[config.mk]
export PLATFORM = sky130hd
export DESIGN_NAME = band_amplitude_gated_averager
export DESIGN_NICKNAME = d
export VERILOG_FILES = /design/src/sv/bagav_pkg.sv /design/src/sv/band_amplitude_gated_averager.sv /design/src/sv/bagav_ctrl.sv /design/src/sv/bagav_datapath.sv
export SDC_FILE = /design/constraint.sdc
export NUM_CORES = 1
export LEC_CHECK = 0
export BUFFER_PORTS_ARGS = -buffer_cell sky130_fd_sc_hd__buf_2
export CAP_MARGIN = 40
export CORE_ASPECT_RATIO = 0.9
export CORE_MARGIN = 2
export CORE_UTILIZATION = 57
export CTS_CLUSTER_DIAMETER = 200
export DETAILED_ROUTE_END_ITERATION = 8
export GPL_TIMING_DRIVEN = 0
export PLACE_DENSITY = 0.82
export SYNTH_ARGS = -nofsm -noshare
export SYNTH_HDL_FRONTEND = slang
export SYNTH_SLANG_ARGS = --single-unit
[constraint.sdc]
create_clock -name clock -period 4.55 [get_ports clock]
set_input_delay 0.91 -clock clock [delete_from_list [all_inputs] [get_ports clock]]
set_output_delay 0.91 -clock clock [all_outputs]
set_load 0.02 [all_outputs]
[src/sv/bagav_pkg.sv]
// Shared types, constants and gate tables for the band amplitude gated averager.
package bagav_pkg;

   localparam int BANDS       = 7;
   localparam int MAX_SWEEPS  = 9;
   localparam int SAMPLE_W    = 10;
   localparam int SUM_W       = 14;
   localparam int BAND_W      = 3;
   localparam int COUNT_W     = 4;
   localparam int BIT_W       = $clog2(SUM_W);
   localparam logic [COUNT_W-1:0] SWEEP_RESET = COUNT_W'(MAX_SWEEPS);

   typedef enum logic [2:0] {
      ST_IDLE,
      ST_LOAD,
      ST_DIVIDE,
      ST_PUT,
      ST_WAIT
   } state_type;

   typedef struct packed {
      logic accept;
      logic load;
      logic step;
      logic put;
      logic advance;
   } ctrl_type;

   typedef struct packed {
      logic set_done;
      logic div_done;
      logic last_band;
      logic rsp_taken;
   } stat_type;

   function automatic logic [SAMPLE_W-1:0] read_gate(input logic [BAND_W-1:0] band);
      logic [SAMPLE_W-1:0] gate;
      unique case (band)
         3'd0:    gate = 10'd125;
         3'd1:    gate = 10'd150;
         3'd2:    gate = 10'd150;
         3'd3:    gate = 10'd160;
         3'd4:    gate = 10'd225;
         3'd5:    gate = 10'd360;
         default: gate = 10'd1023;
      endcase
      return gate;
   endfunction

   function automatic logic [SAMPLE_W-1:0] final_gate(input logic [BAND_W-1:0] band);
      logic [SAMPLE_W-1:0] gate;
      unique case (band)
         3'd0:    gate = 10'd160;
         3'd1:    gate = 10'd100;
         3'd2:    gate = 10'd120;
         3'd3:    gate = 10'd120;
         3'd4:    gate = 10'd160;
         3'd5:    gate = 10'd200;
         default: gate = 10'd1023;
      endcase
      return gate;
   endfunction

endpackage

[src/sv/band_amplitude_gated_averager.sv]
// Top level of the band amplitude gated averager: controller and datapath.
//
// Samples arrive on the req_ channel, seven per sweep, band 0 first. A sample
// word is accepted when req_valid is high and req_stall is low; one sample can
// be taken every cycle while the block is collecting. A sample below its band's
// read cutoff adds nothing to that band's accumulator.
// csr_write_data sets the sweeps per set (0 acts as 1, above 9 acts as 9);
// write it only while the block is idle.
// After the last sample of the last sweep, req_stall rises and the seven
// averaged words leave on the rsp_ channel in band order, rsp_last on band 6.
// Each word needs a load step, the one-bit-per-cycle divider and a put step
// that registers the result; the divide for a further word starts only after
// the previous word is taken.
// While rsp_stall is high the result word holds and the divider waits.
// Reset clears the accumulators and counters and sets the count to 9.
module band_amplitude_gated_averager
   import bagav_pkg::*;
(
   input  logic                clock,
   input  logic                reset,
   input  logic                csr_write_enable,
   input  logic [COUNT_W-1:0]  csr_write_data,
   input  logic                req_valid,
   output logic                req_stall,
   input  logic [SAMPLE_W-1:0] req_sample,
   output logic                rsp_valid,
   input  logic                rsp_stall,
   output logic [BAND_W-1:0]   rsp_band,
   output logic [SAMPLE_W-1:0] rsp_amplitude,
   output logic                rsp_last
);

   ctrl_type ctrl;
   stat_type stat;

   bagav_ctrl u_ctrl (
      .clock     (clock),
      .reset     (reset),
      .req_valid (req_valid),
      .stat      (stat),
      .ctrl      (ctrl),
      .req_stall (req_stall)
   );

   bagav_datapath u_datapath (
      .clock            (clock),
      .reset            (reset),
      .ctrl             (ctrl),
      .stat             (stat),
      .csr_write_enable (csr_write_enable),
      .csr_write_data   (csr_write_data),
      .req_sample       (req_sample),
      .rsp_valid        (rsp_valid),
      .rsp_stall        (rsp_stall),
      .rsp_band         (rsp_band),
      .rsp_amplitude    (rsp_amplitude),
      .rsp_last         (rsp_last)
   );

   a_no_intake_during_emit: assert property (@(posedge clock) disable iff (reset)
      rsp_valid |-> req_stall)
      else $error("sample intake open while a result word is pending");

   a_last_marks_band6: assert property (@(posedge clock) disable iff (reset)
      rsp_valid |-> (rsp_last == (rsp_band == BAND_W'(BANDS - 1))))
      else $error("last flag does not match final band");

   a_resume_after_last: assert property (@(posedge clock) disable iff (reset)
      (rsp_valid && !rsp_stall && rsp_last) |=> !req_stall && !rsp_valid)
      else $error("intake not resumed after final word");

endmodule

[src/sv/bagav_ctrl.sv]
// Controller state machine: sample intake, per-band divide and result hand-off.
module bagav_ctrl
   import bagav_pkg::*;
(
   input  logic     clock,
   input  logic     reset,
   input  logic     req_valid,
   input  stat_type stat,
   output ctrl_type ctrl,
   output logic     req_stall
);

   state_type state_ff, state_in;

   always_comb begin
      state_in = state_ff;
      unique case (state_ff)
         ST_IDLE: begin
            if (req_valid && stat.set_done) state_in = ST_LOAD;
         end
         ST_LOAD:   state_in = ST_DIVIDE;
         ST_DIVIDE: begin
            if (stat.div_done) state_in = ST_PUT;
         end
         ST_PUT:    state_in = ST_WAIT;
         ST_WAIT: begin
            if (stat.rsp_taken) state_in = stat.last_band ? ST_IDLE : ST_LOAD;
         end
         default:   state_in = ST_IDLE;
      endcase
   end

   always_comb begin
      ctrl      = '0;
      req_stall = 1'b1;
      unique case (state_ff)
         ST_IDLE: begin
            req_stall   = 1'b0;
            ctrl.accept = req_valid;
         end
         ST_LOAD:   ctrl.load = 1'b1;
         ST_DIVIDE: ctrl.step = 1'b1;
         ST_PUT:    ctrl.put  = 1'b1;
         ST_WAIT:   ctrl.advance = stat.rsp_taken;
         default:   ctrl = '0;
      endcase
   end

   always_ff @(posedge clock) begin
      if (reset) state_ff <= ST_IDLE;
      else       state_ff <= state_in;
   end

endmodule

[src/sv/bagav_datapath.sv]
// Datapath: band accumulators, sweep counters, serial divider and result register.
module bagav_datapath
   import bagav_pkg::*;
(
   input  logic                clock,
   input  logic                reset,
   input  ctrl_type            ctrl,
   output stat_type            stat,
   input  logic                csr_write_enable,
   input  logic [COUNT_W-1:0]  csr_write_data,
   input  logic [SAMPLE_W-1:0] req_sample,
   output logic                rsp_valid,
   input  logic                rsp_stall,
   output logic [BAND_W-1:0]   rsp_band,
   output logic [SAMPLE_W-1:0] rsp_amplitude,
   output logic                rsp_last
);

   logic [SUM_W-1:0]    band_sum_ff [BANDS];
   logic [SUM_W-1:0]    band_sum_in [BANDS];
   logic [BAND_W-1:0]   band_pos_ff, band_pos_in;
   logic [COUNT_W-1:0]  sweep_pos_ff, sweep_pos_in;
   logic [COUNT_W-1:0]  sweep_count_ff, sweep_count_in;
   logic [COUNT_W-1:0]  divisor_ff, divisor_in;
   logic [COUNT_W-1:0]  rem_ff, rem_in;
   logic [SUM_W-1:0]    quo_ff, quo_in;
   logic [BIT_W-1:0]    bit_ff, bit_in;
   logic                rsp_valid_ff, rsp_valid_in;
   logic [BAND_W-1:0]   rsp_band_ff, rsp_band_in;
   logic [SAMPLE_W-1:0] rsp_amp_ff, rsp_amp_in;
   logic                rsp_last_ff, rsp_last_in;

   logic [COUNT_W-1:0]  eff_count;
   logic [COUNT_W-1:0]  sweep_next;
   logic [SUM_W-1:0]    sum_sel;
   logic [COUNT_W:0]    rem_shift;
   logic                qbit;
   logic                last_band;

   always_comb begin
      eff_count = sweep_count_ff;
      if (sweep_count_ff == '0) eff_count = COUNT_W'(1);
      else if (sweep_count_ff > COUNT_W'(MAX_SWEEPS)) eff_count = COUNT_W'(MAX_SWEEPS);
   end

   assign sweep_next = sweep_pos_ff + COUNT_W'(1);
   assign last_band  = (band_pos_ff == BAND_W'(BANDS - 1));
   assign sum_sel    = band_sum_ff[band_pos_ff];
   assign rem_shift  = {rem_ff, quo_ff[SUM_W-1]};
   assign qbit       = (rem_shift >= {1'b0, divisor_ff});

   assign stat.set_done  = last_band && (sweep_next >= eff_count);
   assign stat.div_done  = (bit_ff == '0);
   assign stat.last_band = last_band;
   assign stat.rsp_taken = rsp_valid_ff && !rsp_stall;

   always_comb begin
      band_sum_in    = band_sum_ff;
      band_pos_in    = band_pos_ff;
      sweep_pos_in   = sweep_pos_ff;
      sweep_count_in = sweep_count_ff;
      divisor_in     = divisor_ff;
      rem_in         = rem_ff;
      quo_in         = quo_ff;
      bit_in         = bit_ff;
      rsp_valid_in   = rsp_valid_ff;
      rsp_band_in    = rsp_band_ff;
      rsp_amp_in     = rsp_amp_ff;
      rsp_last_in    = rsp_last_ff;

      if (csr_write_enable) sweep_count_in = csr_write_data;

      if (ctrl.accept) begin
         if (req_sample >= read_gate(band_pos_ff)) begin
            band_sum_in[band_pos_ff] = sum_sel + SUM_W'(req_sample);
         end
         band_pos_in = last_band ? '0 : band_pos_ff + BAND_W'(1);
         if (stat.set_done)  sweep_pos_in = '0;
         else if (last_band) sweep_pos_in = sweep_next;
      end

      if (ctrl.load) begin
         quo_in                   = sum_sel;
         band_sum_in[band_pos_ff] = '0;
         rem_in                   = '0;
         bit_in                   = BIT_W'(SUM_W - 1);
         divisor_in               = eff_count;
      end

      if (ctrl.step) begin
         rem_in = qbit ? COUNT_W'(rem_shift - {1'b0, divisor_ff}) : rem_shift[COUNT_W-1:0];
         quo_in = {quo_ff[SUM_W-2:0], qbit};
         bit_in = bit_ff - BIT_W'(1);
      end

      if (ctrl.put) begin
         rsp_valid_in = 1'b1;
         rsp_band_in  = band_pos_ff;
         rsp_last_in  = last_band;
         rsp_amp_in   = (quo_ff < SUM_W'(final_gate(band_pos_ff))) ? '0
                                                                  : quo_ff[SAMPLE_W-1:0];
      end

      if (stat.rsp_taken) rsp_valid_in = 1'b0;

      if (ctrl.advance) band_pos_in = last_band ? '0 : band_pos_ff + BAND_W'(1);
   end

   always_ff @(posedge clock) begin
      if (reset) begin
         for (int i = 0; i < BANDS; i++) band_sum_ff[i] <= '0;
         band_pos_ff    <= '0;
         sweep_pos_ff   <= '0;
         sweep_count_ff <= SWEEP_RESET;
         rsp_valid_ff   <= 1'b0;
         bit_ff         <= '0;
      end else begin
         band_sum_ff    <= band_sum_in;
         band_pos_ff    <= band_pos_in;
         sweep_pos_ff   <= sweep_pos_in;
         sweep_count_ff <= sweep_count_in;
         rsp_valid_ff   <= rsp_valid_in;
         bit_ff         <= bit_in;
      end
   end

   always_ff @(posedge clock) begin
      divisor_ff  <= divisor_in;
      rem_ff      <= rem_in;
      quo_ff      <= quo_in;
      rsp_band_ff <= rsp_band_in;
      rsp_amp_ff  <= rsp_amp_in;
      rsp_last_ff <= rsp_last_in;
   end

   assign rsp_valid     = rsp_valid_ff;
   assign rsp_band      = rsp_band_ff;
   assign rsp_amplitude = rsp_amp_ff;
   assign rsp_last      = rsp_last_ff;

   // remainder of the serial divide stays below the divisor
   a_rem_bound: assert property (@(posedge clock) disable iff (reset)
      ctrl.step |=> rem_ff < divisor_ff)
      else $error("divider remainder not below divisor");

   a_sweep_bound: assert property (@(posedge clock) disable iff (reset)
      sweep_pos_ff < COUNT_W'(MAX_SWEEPS))
      else $error("sweep position out of range");

endmodule

==> results.md, run 1 <==
- Final Max Slew Viols: 0
- Total number of vias: 6556
- Synthesized area: between 7000 and 8000 um2
- Antenna Cells: 0
- Iter 0 DRT Violations: 745
- Routed wire per std cell: between 15 and 20 um
- Setup TNS: 0 ps
- Core ar.: between 10000 and 15000 um2
- Final core occ: 0.665
- Worst Tran Pin Value: just under 900 ps
- Clock Tree Buf Depth: 2
- Minimum clock period: roughly 4400 ps
- Worst min path class: reg2reg
- Unique masters post-synth: 69
- Final setup viols: 0
- Avg Inst Size Synth: 9.32 um2
- Die Ht: roughly 120 um
- Failing checks: DRC
- Root Buffer: clkbuf_16
- Max-Cap Viols: 0
- Initial antenna violation count: 1
- Critical Setup Path Class: reg2reg
- Largest net degree at the start of global routing: 20
- R2r startpoint: u_datapath.band_pos_ff[1]
- Gate Count Post-Synth: between 800 and 900
- Hold_sp: u_datapath.band_sum_ff[60]
- Post-route ant nets: 0
- RePlAce Congestion: 0.910
- IO Pins: 35
- Hold endpoint: u_datapath.band_sum_ff[60]
- Syn_nets: around 910
- Vias in the first global route: 6032
- Rel. slew slack: 0.406
- Hold depth: 2
- Post-synth top cells: dfxtp_1 (117), nor2_1 (114), nand2_1 (113), a21oi_1 (79), mux2i_1 (58)
- CTS buffer count: 17
- CP endpoint kind: flip-flop
- RSZ-0062 raised after global routing: no
- R2r setup slk: roughly 170 ps
- Worst-path fanout max: 19
- Detailed placer's ending HPWL: 14.2 mm
- Row Count: 40
- Layout cells sized above 1: 0.149
- Yosys top cell area share: 0.296
- Die width: roughly 130 um
- Leakage power: 3.40 nW
- Reg-to-Reg End: u_datapath.band_sum_ff[96]
- Period utilisation layout: 0.962
- DRC violations left: 4
- Critical Path RT: around 4900 ps
- # port buffers: 33
- CTS sink count: 153
- Dominant cells by area after synthesis: dfxtp_1 (30%), edfxtp_1 (14%), mux2i_1 (7.3%), ha_1 (6.0%), nor2_1 (5.4%)
- DR vias/cell: 6.06
- Worst Skew: around 10 ps
- Max Clock Freq: 228 MHz
- Synth area leader: dfxtp_1
- Pwr dens: roughly 410 nW/um2
- Die ar.: roughly 15000 um2
- FF-to-FF path depth: 16
- Status: complete, but fails checks
- Warnings from Yosys: 0
- Final Hold Fails: 0
- Most instantiated library cell after synthesis: dfxtp_1
- Detailed Routing Iterations Pass 1: 9
- Register area share after synthesis: 0.433
- Worst path arrival time: ~4700 ps
- H-tree Lvls: 4
- Setup crit start kind: flip-flop
- Wirelength, routed: 20.1 mm
- Final Power: about 0.0037 W
- Async SR Flop Fraction: 0
- Area grow syn2layout: 13.2%
- Worst-Skew Late Latency: between 400 and 500 ps
- Clock Pin Slew Worst Setup and Hold Paths: ~60 ps
- Nets: 960
- EDFF count, synth: 36
- Worst hold margin: 455 ps
- Worst VDD drop: between 200 and 300 uV
- First-pass GRT wire length: roughly 32 mm
- Total grt overflow: 0
- Synth Register Bits: 153
- Synth Flop Type: dfxtp_1
- Initial core utilization: 0.587
- Total GRT Usage: 0.284
- CTS tree: done
## metal layers
metal  share of wire  global-route usage  vias up
li1                -                   -     3117
met1            0.44               0.391     3091
met2            0.45               0.443      310
met3           0.088              0.0669       36
met4           0.020              0.0960        2
met5         0.00035                   0        -
## layout make-up
class	instances	area, um2
flip-flops and latches	153	3430
well taps	168	210
fillers	1023	4510
clock inverters	10	126
repair buffers	35	180
multi-input cells	623	4140
inverters	24	90.1
plain buffers	47	280
clock buffers	22	495
## critical path: stages, from the launching register on
cell,delay (ps)
dfxtp_2,400
buf_6,200
buf_6,250
clkbuf_4,310
mux2i_1,280
nor2_1,60
a21oi_1,150
o21ai_0,210
ha_1,300
fa_1,480
a211oi_1,240
o21bai_1,140
o41a_1,390
o211ai_1,310
xnor2_2,270
nor2_1,100
nor3_1,200
## cells by family (layout without fill, tap and decap cells)
kind of cell | after synthesis | count (layout) | share of synthesized area
flip-flops | 153 | 153 | 0.433
AND/OR/NAND/NOR | 307 | 307 | 0.175
multiplexers | 78 | 78 | 0.116
AO/OA/AOI/OAI | 181 | 181 | 0.144
adder cells (fa/ha/maj) | 40 | 40 | 0.0652
XOR/XNOR | 17 | 17 | 0.0207
buffers and inverters | 72 | 138 | 0.0457
## repair_timing
action | 4_1_cts | 5_1_grt
hold buffers | 0 | 0
gates resized for setup | 3 | 8
setup buffers | 0 | 2
setup endpoints to repair | 21 | 32
pin swaps | 0 | 1
## per-stage QoR
stage	cells	cell area [um2]	setup slack, ps
after global placement	1049	8280	-173
final	1082	8950	171
after floorplan	848	7900	799
after detailed placement	1049	8280	-195
after CTS	1080	8910	40.4
after global routing	1082	8950	2.45
## power by group
| part | switching [W] | internal (W) |
|---|---|---|
| registers | 0.0000423 | 0.00146 |
| logic | 0.000463 | 0.000252 |
| clock network | 0.000596 | 0.000896 |
## registers in the layout (all words and copies together), names as in the netlist, 4 cells and up, named ones only
name and flops:
u_datapath.sweep_count_ff 4, u_datapath.sweep_pos_ff 4, u_datapath.rsp_amplitude 10, u_datapath.band_sum_ff 89, u_datapath.quo_ff 14, u_datapath.bit_ff 4
u_datapath.divisor_ff 4, u_datapath.rem_ff 4
## cell usage in the layout, fill, tap and decap left out, types with 13 or more instances in the layout
| master | instances |
|---|---|
| a211oi_1 | 28 |
| a21oi_1 | 79 |
| and2_1 | 13 |
| buf_2 | 39 |
| clkbuf_1 | 21 |
| clkbuf_16 | 18 |
| dfxtp_1 | 115 |
| edfxtp_1 | 36 |
| ha_1 | 38 |
| inv_1 | 23 |
| mux2i_1 | 58 |
| nand2_1 | 113 |
| nand3_1 | 16 |
| nor2_1 | 114 |
| nor3_1 | 14 |
| o21ai_0 | 28 |
## worst max-delay path by stage
| stage | endpoint | depth (start not counted) | from |
|---|---|---|---|
| final | u_datapath.band_sum_ff[96] | 16 | u_datapath.band_pos_ff[1] |
| after floorplan | u_datapath.band_sum_ff[82] | 16 | u_datapath.band_pos_ff[1] |
| after global placement | flip-flop | 15 | u_datapath.band_pos_ff[1] |
| after CTS | u_datapath.band_sum_ff[82] | 16 | u_datapath.band_pos_ff[1] |
| after global routing | u_datapath.band_sum_ff[82] | 16 | u_datapath.band_pos_ff[1] |
| after detailed placement | flip-flop | 15 | u_datapath.band_pos_ff[1] |
Note: power is estimated with default switching activity, not from simulation.
==> run 2: changes to the inputs <==
--- a/config.mk
+++ b/config.mk
@@ -10,6 +10,7 @@
 export CORE_ASPECT_RATIO = 0.9
 export CORE_MARGIN = 2
 export CORE_UTILIZATION = 57
+export CTS_BUF_LIST = sky130_fd_sc_hd__clkbuf_8 sky130_fd_sc_hd__clkbuf_16
 export CTS_CLUSTER_DIAMETER = 200
 export DETAILED_ROUTE_END_ITERATION = 8
 export GPL_TIMING_DRIVEN = 0
==> results.md, run 2 (synthesized netlist as in run 1, its figures left out) <==
- Worst min path class: reg2reg
- Initial antenna violation count: 1 (unchanged)
- Nets: 960 (unchanged)
- Flip-flop count of the largest register after layout: 89 (unchanged)
- # port buffers: 33 (unchanged)
- Top reg by flops: u_datapath.band_sum_ff
- Post-route ant nets: 0 (unchanged)
- Clock Pin Slew Worst Setup and Hold Paths: 60 ps (about the same)
- Critical Setup Path Class: reg2reg
- RSZ-0062 raised after global routing: no
- Detailed Routing Iterations Pass 1: 8 (-1)
- Die width: 128 um (unchanged)
- Status: complete, no violations
- Clock Tree Buf Depth: 2 (unchanged)
- Final setup viols: 0 (unchanged)
- Critical Path RT: 4900 ps (about the same)
- Worst-Skew Late Latency: 430 ps (about the same)
- Max Clock Freq: 229 MHz (+0.18%)
- CP max stage cell: fa_1
- Hold depth: 2 (unchanged)
- Die ar.: 14800 um2 (unchanged)
- Fin cells: 1082 (unchanged)
- Pwr dens: 415 nW/um2 (about the same)
- Iter 0 DRT Violations: 746 (+0.13%)
- Final Power: 0.00371 W (about the same)
- CP endpoint kind: flip-flop
- Worst Tran Pin Value: 885 ps (+0.482 ps)
- Leakage power: 3.40 nW (+0.12%)
- Worst path arrival time: 4720 ps (about the same)
- Minimum clock period: 4370 ps (-7.75 ps)
- Reg area: 3430 um2 (unchanged)
- Rel. slew slack: 0.406 (about the same)
- CTS tree: done
- Bufs and invs on worst path: 3 (unchanged)
- Initial core utilization: 0.587 (unchanged)
- Max incr delay on CP: 480 ps (about the same)
- Routed wire per std cell: 18.5 um (about the same)
- Total number of vias: 6539 (-0.26%)
- Cell Chain, Critical Path: buf_6 -> buf_6 -> clkbuf_4 -> mux2i_1 -> nor2_1 -> a21oi_1 -> o21ai_0 -> ha_1 -> fa_1 -> a211oi_1 -> o21bai_1 -> o41a_1 -> o211ai_1 -> xnor2_2 -> nor2_1 -> nor3_1
- Most common cell after layout, fill and taps aside: dfxtp_1
- Worst VDD drop: 280 uV (-0.48%)
- Worst hold margin: 455 ps (+0.00500 ps)
- Setup crit start kind: flip-flop
- Antenna Cells: 0 (unchanged)
- DRC violations left: 0 (-4)
- Final setup margin: 179 ps (+7.75 ps)
- Worst-path fanout max: 19 (unchanged)
- Row Count: 40 (unchanged)
- CTS buffer count: 17 (unchanged)
- Wirelength, routed: 20.1 mm (about the same)
- Setup TNS: 0 ps (unchanged)
- Family with the most delay on the worst path: compound AO/OA/AOI/OAI gates
- Layout cells sized above 1: 0.149 (unchanged)
- Final Hold Fails: 0 (unchanged)
- Total GRT Usage: 0.284 (unchanged)
- Footprint of the multi-input gates: 4140 um2 (unchanged)
- H-tree Lvls: 4 (unchanged)
- DR vias/cell: 6.04 (-0.26%)
- Area grow syn2layout: 13.2% (unchanged)
- First-pass GRT wire length: 32.0 mm (unchanged)
- IO Pins: 35 (unchanged)
- Most frequent cells in the layout: dfxtp_1 (115), nor2_1 (114), nand2_1 (113)
- Final Max Slew Viols: 0 (unchanged)
- Die Ht: 116 um (unchanged)
- CTS sink count: 153 (unchanged)
- Period utilisation layout: 0.961 (-0.00170)
- Largest net degree at the start of global routing: 20 (unchanged)
- FF-to-FF path depth: 16 (unchanged)
- Fillers: 1023 (unchanged)
- DP Cell Count: 1049 (unchanged)
- R2r setup slk: 180 ps (about the same)
- Total grt overflow: 0 (unchanged)
- Worst Skew: 10.9 ps (+0.680 ps)
- RePlAce Congestion: 0.910 (unchanged)
- Max-Cap Viols: 0 (unchanged)
- Detailed placer's ending HPWL: 14.2 mm (unchanged)
- Vias in the first global route: 6032 (unchanged)
- Pre-CTS setup slack: -195 ps (unchanged)
- Levels on crit path: 16 (unchanged)
- CTS Hold Bufs: 0 (unchanged)
- Root Buffer: clkbuf_16
- Core ar.: 13500 um2 (unchanged)
==> run 2: final timing paths <==
| kind | endpoint | from |
|---|---|---|
| worst max-delay path | u_datapath.band_sum_ff[96] | u_datapath.band_pos_ff[1] |
| worst min-delay path | u_datapath.band_sum_ff[60] | u_datapath.band_sum_ff[60] |
| worst max register to register | u_datapath.band_sum_ff[96] | u_datapath.band_pos_ff[1] |
| worst min register to register | u_datapath.band_sum_ff[60] | u_datapath.band_sum_ff[60] |
==> run 2: metrics by stage <==
step | util | area [um2]
6_report | 0.665 | 8950
5_1_grt | 0.665 | 8950
4_1_cts | 0.662 | 8910
3_5_place_dp | 0.615 | 8280
3_3_place_gp | 0.615 | 8280
2_1_floorplan | - | 7900
==> run 2: where the power goes <==
part | leakage [nW] | total, W | internal (W) | switching (W)
Clock | 0.314 | 0.00149 | 0.000894 | 0.000595
Sequential | 1.28 | 0.00151 | 0.00146 | 0.0000422
Combinational | 1.80 | 0.000715 | 0.000252 | 0.000463
==> run 2: layout make-up <==
type,count,area share
Timing Repair Buffer,35,0.0201
Clock inverter,11,0.0145
Tap cell,168,0.0235
Multi-Input combinational cell,623,0.463
Clock buffer,21,0.0549
Inverter,24,0.0101
Buffer,47,0.0313
Sequential cell,153,0.383
==> run 2: layer usage <==
layer / track usage / up-vias / share of wire
li1: - / 3118 / -
met1: 0.391 / 3084 / 0.44
met2: 0.443 / 297 / 0.45
met3: 0.0669 / 38 / 0.087
met4: 0.0960 / 2 / 0.021
met5: 0 / - / 0.00035
==> run 2: repair_timing <==
item	4_1_cts	5_1_grt
setup endpoints to repair	21	32
pin swaps	0	1
resized for setup	3	8
setup buffers	0	2
==> run 2: worst register-to-register path, delay by kind of cell (launching register included) <==
kind / cells / cell delay (ps)
compound gates: 6 / 1440
buf+inv: 3 / 780
fa+ha+maj: 2 / 780
flops: 1 / 400
simple gates: 3 / 360
mux: 1 / 280
xor+xnor: 1 / 270
